### config.mk
export PLATFORM = sky130hd
export DESIGN_NAME = round_robin_interrupt_firer
export DESIGN_NICKNAME = d
export VERILOG_FILES = /design/src/hw/rtl/rrif_pkg.sv /design/src/hw/rtl/rrif_enable_ram.sv /design/src/hw/rtl/round_robin_interrupt_firer.sv
export SDC_FILE = /design/constraint.sdc
export NUM_CORES = 1
export LEC_CHECK = 0
export BUFFER_PORTS_ARGS = -buffer_cell sky130_fd_sc_hd__buf_4
export CORE_MARGIN = 1
export CORE_UTILIZATION = 60
export DETAILED_ROUTE_END_ITERATION = 8
export MAX_ROUTING_LAYER = met4
export PLACE_DENSITY_LB_ADDON = 0.05
export SYNTH_ARGS = -nofsm -noshare
export SYNTH_HDL_FRONTEND = slang
export SYNTH_SLANG_ARGS = --single-unit
### constraint.sdc
create_clock -name clk_i -period 6.2 [get_ports clk_i]
set_input_delay 0.62 -clock clk_i [delete_from_list [all_inputs] [get_ports clk_i]]
set_output_delay 0.62 -clock clk_i [all_outputs]
set_load 0.02 [all_outputs]
### src/hw/rtl/rrif_pkg.sv
// ----------------------------------------------------------------------------
// rrif_pkg: shared types and constants of the round-robin interrupt firer
// Request codes, FSM states, result and memory-port structs, bit scanner.
// ----------------------------------------------------------------------------
package rrif_pkg;

  localparam int WORD_BITS     = 32;
  localparam int MAX_WORDS     = 16;
  localparam int DEF_NUM_WORDS = 16;
  localparam int WIDX_W        = 4;   // word index field width
  localparam int BIT_W         = 5;   // bit position inside one word
  localparam int IRQ_W         = 9;   // interrupt number width
  localparam int PERIOD_W      = 16;
  localparam int REQ_W         = 3;
  localparam int IN_DATA_W     = 40;  // 36 payload bits, padded to bytes
  localparam int OUT_DATA_W    = 48;  // 43 payload bits, padded to bytes

  localparam logic [PERIOD_W-1:0] PERIOD_RST = 16'd1000;

  // Request kinds
  typedef enum logic [REQ_W-1:0] {
    REQ_TICK  = 3'd0,
    REQ_SET   = 3'd1,
    REQ_CLR   = 3'd2,
    REQ_READ  = 3'd3,
    REQ_ERET  = 3'd4
  } req_e;

  // Sequencer states
  typedef enum logic [1:0] {
    ST_IDLE,
    ST_ACCESS,
    ST_SCAN,
    ST_EMIT
  } state_e;

  // One result beat, fire in the lowest bit
  typedef struct packed {
    logic [WORD_BITS-1:0] read_data;
    logic                 none_enabled;
    logic [IRQ_W-1:0]     irq_number;
    logic                 fire;
  } res_t;

  // Enable memory port request
  typedef struct packed {
    logic                 we;
    logic [WIDX_W-1:0]    waddr;
    logic [WORD_BITS-1:0] wdata;
    logic                 re;
    logic [WIDX_W-1:0]    raddr;
  } mem_req_t;

  // Position of the lowest set bit (zero when none is set)
  function automatic logic [BIT_W-1:0] first_set(input logic [WORD_BITS-1:0] w);
    logic [BIT_W-1:0] pos;
    pos = '0;
    for (int i = WORD_BITS - 1; i >= 0; i--) begin
      if (w[i]) pos = BIT_W'(i);
    end
    return pos;
  endfunction

endpackage

### src/hw/rtl/rrif_enable_ram.sv
// ----------------------------------------------------------------------------
// rrif_enable_ram: enable word memory
// One write and one read port, registered read; per-word valid bits make
// never-written words read as zero after reset.
// ----------------------------------------------------------------------------
module rrif_enable_ram import rrif_pkg::*; #(
  parameter int NUM_WORDS = DEF_NUM_WORDS
) (
  input  logic                 clk_i,
  input  logic                 rst_ni,
  input  mem_req_t             req_i,
  output logic [WORD_BITS-1:0] rdata_o
);

  localparam int AW = (NUM_WORDS > 1) ? $clog2(NUM_WORDS) : 1;

  logic [WORD_BITS-1:0] mem [NUM_WORDS];
  logic [NUM_WORDS-1:0] valid_q;
  logic [WORD_BITS-1:0] rdata_q;
  logic                 rvalid_q;

  // Storage array, payload only
  always_ff @(posedge clk_i) begin
    if (req_i.we) begin
      mem[req_i.waddr[AW-1:0]] <= req_i.wdata;
    end
    if (req_i.re) begin
      rdata_q <= mem[req_i.raddr[AW-1:0]];
    end
  end

  // Valid bits and read-side valid flag
  always_ff @(posedge clk_i or negedge rst_ni) begin
    if (!rst_ni) begin
      valid_q  <= '0;
      rvalid_q <= 1'b0;
    end else begin
      if (req_i.we) begin
        valid_q[req_i.waddr[AW-1:0]] <= 1'b1;
      end
      if (req_i.re) begin
        rvalid_q <= valid_q[req_i.raddr[AW-1:0]];
      end
    end
  end

  assign rdata_o = rvalid_q ? rdata_q : '0;

endmodule

### src/hw/rtl/round_robin_interrupt_firer.sv
// ----------------------------------------------------------------------------
// round_robin_interrupt_firer: round-robin interrupt enable file and firer
// Enable words, tick prescaler and a word-serial round-robin search.
// ----------------------------------------------------------------------------
// Usage:
//   s_axis carries requests: tuser holds the request kind (tick, set-enable,
//   clear-enable, enable read, exception return), tdata the word index and
//   the write mask. m_axis returns exactly one result beat per request.
//   cfg_we_i/cfg_wdata_i write the tick period; only while the block is idle.
// Sequencing:
//   A request is taken in ST_IDLE and its result is assembled in res_q and
//   loaded into the output register from ST_EMIT (set/clear/read first pass
//   ST_ACCESS for the memory read); no new request is taken until then.
//   A tick that starts a firing attempt walks the enable memory one word per
//   cycle through its single read port: NUM_WORDS + 1 reads at most.
// Reset:
//   All enables clear at once through per-word valid bits, pointer and
//   prescaler go to zero, firing is enabled, the period is 1000 ticks.
// Stall:
//   A new request is taken while a result waits in the output register; the
//   block holds its next result until the output register frees up.
// ----------------------------------------------------------------------------
module round_robin_interrupt_firer import rrif_pkg::*; #(
  parameter int NUM_WORDS = DEF_NUM_WORDS
) (
  input  logic                  clk_i,
  input  logic                  rst_ni,
  // config: tick_period
  input  logic                  cfg_we_i,
  input  logic [PERIOD_W-1:0]   cfg_wdata_i,
  // requests
  input  logic                  s_axis_tvalid,
  output logic                  s_axis_tready,
  input  logic [IN_DATA_W-1:0]  s_axis_tdata,  // word_index[3:0], write_value[35:4]
  input  logic [REQ_W-1:0]      s_axis_tuser,  // req_type[2:0]
  // results
  output logic                  m_axis_tvalid,
  input  logic                  m_axis_tready,
  output logic [OUT_DATA_W-1:0] m_axis_tdata   // fire[0], irq_number[9:1],
                                               // none_enabled[10], read_data[42:11]
);

  localparam int TOTAL  = NUM_WORDS * WORD_BITS;
  localparam int STEP_W = $clog2(NUM_WORDS + 1);

  state_e               state_q, state_d;
  logic [REQ_W-1:0]     req_q, req_d;
  logic [WIDX_W-1:0]    idx_q, idx_d;
  logic [WORD_BITS-1:0] val_q, val_d;
  res_t                 res_q, res_d;
  logic [IRQ_W-1:0]     ptr_q, ptr_d;
  logic [PERIOD_W-1:0]  tick_q, tick_d;
  logic [PERIOD_W-1:0]  period_q;
  logic                 fire_en_q, fire_en_d;
  logic [WIDX_W-1:0]    cur_q, cur_d;
  logic [STEP_W-1:0]    step_q, step_d;
  logic                 out_valid_q;
  res_t                 out_q;

  mem_req_t             mem_req;
  logic [WORD_BITS-1:0] rdata;

  logic                 accept;
  logic                 out_free;
  logic                 out_load;
  logic [PERIOD_W:0]    tick_inc;
  logic [WIDX_W-1:0]    in_idx;
  logic [WORD_BITS-1:0] hi_mask;
  logic [WORD_BITS-1:0] scan_mask;
  logic [WORD_BITS-1:0] masked;
  logic [IRQ_W-1:0]     hit_irq;
  logic [IRQ_W:0]       hit_next;

  rrif_enable_ram #(
    .NUM_WORDS(NUM_WORDS)
  ) u_ram (
    .clk_i  (clk_i),
    .rst_ni (rst_ni),
    .req_i  (mem_req),
    .rdata_o(rdata)
  );

  assign s_axis_tready = (state_q == ST_IDLE);
  assign accept        = s_axis_tvalid && s_axis_tready;
  assign out_free      = !out_valid_q || m_axis_tready;
  assign in_idx        = s_axis_tdata[WIDX_W-1:0];
  assign tick_inc      = {1'b0, tick_q} + 1'b1;

  // Search window: first word from the pointer bit up, last word below it
  assign hi_mask   = {WORD_BITS{1'b1}} << ptr_q[BIT_W-1:0];
  always_comb begin
    if (step_q == '0) begin
      scan_mask = hi_mask;
    end else if (step_q == STEP_W'(NUM_WORDS)) begin
      scan_mask = ~hi_mask;
    end else begin
      scan_mask = '1;
    end
  end
  assign masked   = rdata & scan_mask;
  assign hit_irq  = {cur_q, first_set(masked)};
  assign hit_next = {1'b0, hit_irq} + 1'b1;

  // Sequencer: next state, memory requests, result assembly
  always_comb begin
    state_d   = state_q;
    req_d     = req_q;
    idx_d     = idx_q;
    val_d     = val_q;
    res_d     = res_q;
    ptr_d     = ptr_q;
    tick_d    = tick_q;
    fire_en_d = fire_en_q;
    cur_d     = cur_q;
    step_d    = step_q;
    mem_req   = '0;
    out_load  = 1'b0;

    case (state_q)
      ST_IDLE: begin
        if (accept) begin
          req_d   = s_axis_tuser;
          idx_d   = in_idx;
          val_d   = s_axis_tdata[WIDX_W +: WORD_BITS];
          res_d   = '0;
          state_d = ST_EMIT;
          case (s_axis_tuser)
            REQ_TICK: begin
              if (tick_inc >= {1'b0, period_q}) begin
                tick_d = '0;
                if (fire_en_q) begin
                  mem_req.re    = 1'b1;
                  mem_req.raddr = ptr_q[IRQ_W-1 -: WIDX_W];
                  cur_d         = ptr_q[IRQ_W-1 -: WIDX_W];
                  step_d        = '0;
                  state_d       = ST_SCAN;
                end
              end else begin
                tick_d = tick_inc[PERIOD_W-1:0];
              end
            end
            REQ_SET, REQ_CLR, REQ_READ: begin
              // out-of-range words are ignored and read as zero
              if ({1'b0, in_idx} < (WIDX_W + 1)'(NUM_WORDS)) begin
                mem_req.re    = 1'b1;
                mem_req.raddr = in_idx;
                state_d       = ST_ACCESS;
              end
            end
            REQ_ERET: begin
              fire_en_d = 1'b1;
            end
            default: begin
            end
          endcase
        end
      end

      // Word is back from memory: modify and write, or report it.
      // The write lands before any later read can issue.
      ST_ACCESS: begin
        case (req_q)
          REQ_SET: begin
            mem_req.we    = 1'b1;
            mem_req.waddr = idx_q;
            mem_req.wdata = rdata | val_q;
          end
          REQ_CLR: begin
            mem_req.we    = 1'b1;
            mem_req.waddr = idx_q;
            mem_req.wdata = rdata & ~val_q;
          end
          REQ_READ: begin
            res_d.read_data = rdata;
          end
          default: begin
          end
        endcase
        state_d = ST_EMIT;
      end

      // One word per cycle, wrapping round to the start word
      ST_SCAN: begin
        if (masked != '0) begin
          res_d.fire       = 1'b1;
          res_d.irq_number = hit_irq;
          ptr_d     = (hit_next == (IRQ_W + 1)'(TOTAL)) ? '0 : hit_next[IRQ_W-1:0];
          fire_en_d = 1'b0;
          state_d   = ST_EMIT;
        end else if (step_q == STEP_W'(NUM_WORDS)) begin
          res_d.none_enabled = 1'b1;
          state_d            = ST_EMIT;
        end else begin
          step_d        = step_q + 1'b1;
          cur_d         = (cur_q == WIDX_W'(NUM_WORDS - 1)) ? '0 : cur_q + 1'b1;
          mem_req.re    = 1'b1;
          mem_req.raddr = cur_d;
        end
      end

      ST_EMIT: begin
        if (out_free) begin
          out_load = 1'b1;
          state_d  = ST_IDLE;
        end
      end

      default: begin
        state_d = ST_IDLE;
      end
    endcase
  end

  // Control state
  always_ff @(posedge clk_i or negedge rst_ni) begin
    if (!rst_ni) begin
      state_q     <= ST_IDLE;
      ptr_q       <= '0;
      tick_q      <= '0;
      fire_en_q   <= 1'b1;
      period_q    <= PERIOD_RST;
      out_valid_q <= 1'b0;
      step_q      <= '0;
      cur_q       <= '0;
    end else begin
      state_q   <= state_d;
      ptr_q     <= ptr_d;
      tick_q    <= tick_d;
      fire_en_q <= fire_en_d;
      step_q    <= step_d;
      cur_q     <= cur_d;
      if (cfg_we_i) begin
        period_q <= cfg_wdata_i;
      end
      if (out_load) begin
        out_valid_q <= 1'b1;
      end else if (m_axis_tready) begin
        out_valid_q <= 1'b0;
      end
    end
  end

  // Payload registers
  always_ff @(posedge clk_i) begin
    req_q <= req_d;
    idx_q <= idx_d;
    val_q <= val_d;
    res_q <= res_d;
    if (out_load) begin
      out_q <= res_q;
    end
  end

  assign m_axis_tvalid = out_valid_q;
  assign m_axis_tdata  = {(OUT_DATA_W - $bits(res_t))'(0), out_q};

  // Checks
  a_fire_xor_none: assert property (@(posedge clk_i) disable iff (!rst_ni)
    m_axis_tvalid |-> !(out_q.fire && out_q.none_enabled))
    else $error("fire and none_enabled both set");

  a_irq_zero: assert property (@(posedge clk_i) disable iff (!rst_ni)
    (m_axis_tvalid && !out_q.fire) |-> (out_q.irq_number == '0))
    else $error("irq_number without fire");

  a_fire_disables: assert property (@(posedge clk_i) disable iff (!rst_ni)
    (state_q == ST_EMIT && res_q.fire) |-> !fire_en_q)
    else $error("firing still enabled after fire");

  a_step_range: assert property (@(posedge clk_i) disable iff (!rst_ni)
    (state_q == ST_SCAN) |-> (step_q <= STEP_W'(NUM_WORDS)))
    else $error("scan ran past the wrap word");

  a_ptr_range: assert property (@(posedge clk_i) disable iff (!rst_ni)
    {1'b0, ptr_q} < (IRQ_W + 1)'(TOTAL))
    else $error("scan pointer out of range");

endmodule
==> out/results.ini <==
[clock_network]
htreeDepth = 3
clkSinkCount = 740
cts_buffer_depth = 3
tritoncts = built
clk_pin_slew_ps = 60
post_cts_resized = 0
postCtsSetupBuffers = 0
cts_buffers = 76
clk_latency_ps = 620
hold_buffers = 0
cts-root-buf = clkbuf_16

[pwr]
p_leak_nw = 12.1
vdd_ir_drop_max_mv = 0.295
power_density_nw_per_um2 = 434

[floorplanning]
core_um2 = 51600
start_util = 0.611
chipWidth_um = 231
rows = 83
die_area_um2 = 53500
ios = 114
die_h_um = 231

[synth]
netlist_area_um2 = 31500
synth_most_common_cell = edfxtp_1
ys.flop_type = edfxtp_1
synth_common_cells = edfxtp_1, mux2i_1, a211oi_1
synthArstFlopShare = 0.0959
synth_seq_cells = 740
yosysTopAreaCellShare = 0.637
yosysUniqueCellTypes = 91
yosysWarnings = 0
synth_area_leaders = edfxtp_1, mux2i_1, dfrtp_1
synth_area_per_cell_um2 = 14.2
synth-edff-count = 669
yosys.area.top_type = edfxtp_1
seq_area_frac_synth = 0.694
post_synth_inst_count = 2217

[route]
drcViolationCount = 0
routedWlPerCell_um = 26.2
postRouteWirelength_mm = 79.8
vias_per_cell = 6.51
num_vias = 19900
antenna_left = 0
first_pass_iters = 5
initialDrtViolationCount = 1992

[sta]
tightest_slew_ps = 1130
hold_viol_final = 0
slew_violations = 0
finalSetupTns_ps = 0
setup_viol = 0
fmax_mhz = 175
rsz0062_at_grt = false
fin_crit_sh = 0.923
clock_skew_ps = 16.2
max_slew_margin = 0.244
period_minus_slack_ps = 5720

[critical_path]
crit_chain = nand3_1, nor2_1, and3_1, nand2_1, nor2_1, xor2_1, ha_1, nand4_1, a21oi_1, a2111oi_0, a21o_1, nand2_1, nand4_1, o211a_4, buf_12, mux2i_1, o22ai_1, or4_1
critPathKind = register to register
critPathBufInv = 1
cp.arrival_ps = 6060
cpPeakStageDelay_ps = 590
slowest_stage = a2111oi_0
startpoint = tick_q[2]
critPathTopFamily = simple AND/OR/NAND/NOR gates
cp-end-kind = register
start_kind = register
critPathRequiredTime_ps = 6540
critPathMaxFanout = 43
r2r-start = tick_q[2]

[min_path]
hold_path_class = input port to async pin

[global_route]
grt_pass1_vias = 19200
antenna_found_initial = 1
grt_pass1_wl_mm = 118
grt-ovfl-total = 0
grt_max_degree = 118
grt.total_usage = 0.312

[cells_and_area]
drive_above_1_share = 0.146
final_nets = 2395
final_util = 0.691
area.growth.synth_to_final_pct = 13.1
n_fill_cell = 3558
final_area_um2 = 35700

[placed_design]
place_area_um2 = 33200
port_buffers = 104
globalplace.congestion = 0.961
hpwl_mm = 47.7

[job]
max_cap_viol_count = 0

[status]
status = finished, final reports clean

==> sequential cells by signal, indices dropped and copies added, names as in the netlist, 2 cells and up <==
register and cells:
req_q 3, tick_q 16, period_q 16, u_ram.rdata_q 32, val_q 32, ptr_q 9, step_q 5, m_axis_tdata 43
state_q 2, u_ram.mem 512, u_ram.valid_q 16, res_q 43, idx_q 4, cur_q 4
==> layout make-up <==
type	instances	area (um^2)	share of cell area
inverter	28	105	0.00295
tap	680	851	0.0238
antenna	1	2.50	0.0000701
multi-input combinational	1308	9060	0.254
clock buffer	96	2050	0.0574
sequential	740	21900	0.613
clock inverter	42	408	0.0114
timing repair buffer	153	1320	0.0371
==> stage by stage <==
stage | power (mW) | hold slack [ps] | std cells | worst slack (ps)
6_report | 15.5 | 129 | 3048 | 480
5_1_grt | 16.1 | 160 | 3048 | 106
4_1_cts | 15.5 | 147 | 3047 | 550
3_5_place_dp | 11.0 | 405 | 2909 | 611
3_3_place_gp | 10.9 | 403 | 2909 | 760
2_1_floorplan | 9.53 | 324 | 2221 | 1700
==> final timing paths <==
kind	cells after the start	end	slack (ps)
max reg2reg	18	u_ram.rdata_q[14]	480
max in group asynchronous	1	u_ram.rvalid_q	5360
min	1	m_axis_tvalid	130
max	18	u_ram.rdata_q[14]	480
min reg2reg	0	m_axis_tdata[39]	420
min in group clk_i	1	val_q[9]	170
==> layout by cell type, fill, tap and decap left out, drive strengths merged, types with 7 or more instances in the layout <==
master / instances
or3: 12
or4: 36
buf: 153
a21oi: 83
ha: 24
clkbuf: 96
o32ai: 8
xor2: 9
nor2b: 9
nand2: 126
o21ai: 82
or2: 21
clkinv: 27
a31oi: 13
edfxtp: 669
a21o: 13
o22ai: 70
dfrtp: 64
mux2i: 195
and3: 106
dfstp: 7
nand2b: 9
inv: 34
and2: 18
xnor2: 23
o21a: 7
nor2: 119
nor3: 18
nand4: 15
nand3: 38
a211oi: 140
==> where the power goes <==
group,switching [mW],leakage (nW),total (mW),internal [mW]
combinational,2.66,4.40,4.22,1.56
clock,1.89,1.20,4.50,2.61
sequential,0.546,6.49,6.78,6.23
total,5.10,12.1,15.5,10.4
==> metal layers <==
metal  share of wire  track usage  up-vias
met5               0            -        -
met4           0.026        0.106        0
met3           0.096       0.0668      140
met2            0.48        0.480      914
met1            0.40        0.414     9915
li1                -            -     8881
==> logic make-up (layout without fill, tap and decap cells) <==
family          count (synthesis)  in the layout  share of synthesized area
xor+xnor                       32             32                    0.00889
compound gates                493            493                      0.106
simple gates                  553            553                     0.0929
other cells                     1              6                   0.000119
flops                         740            740                      0.694
mux                           201            201                     0.0644
buf+inv                       173            319                     0.0250
fa+ha+maj                      24             24                    0.00952
No activity file was read; power rests on OpenSTA's default activity.
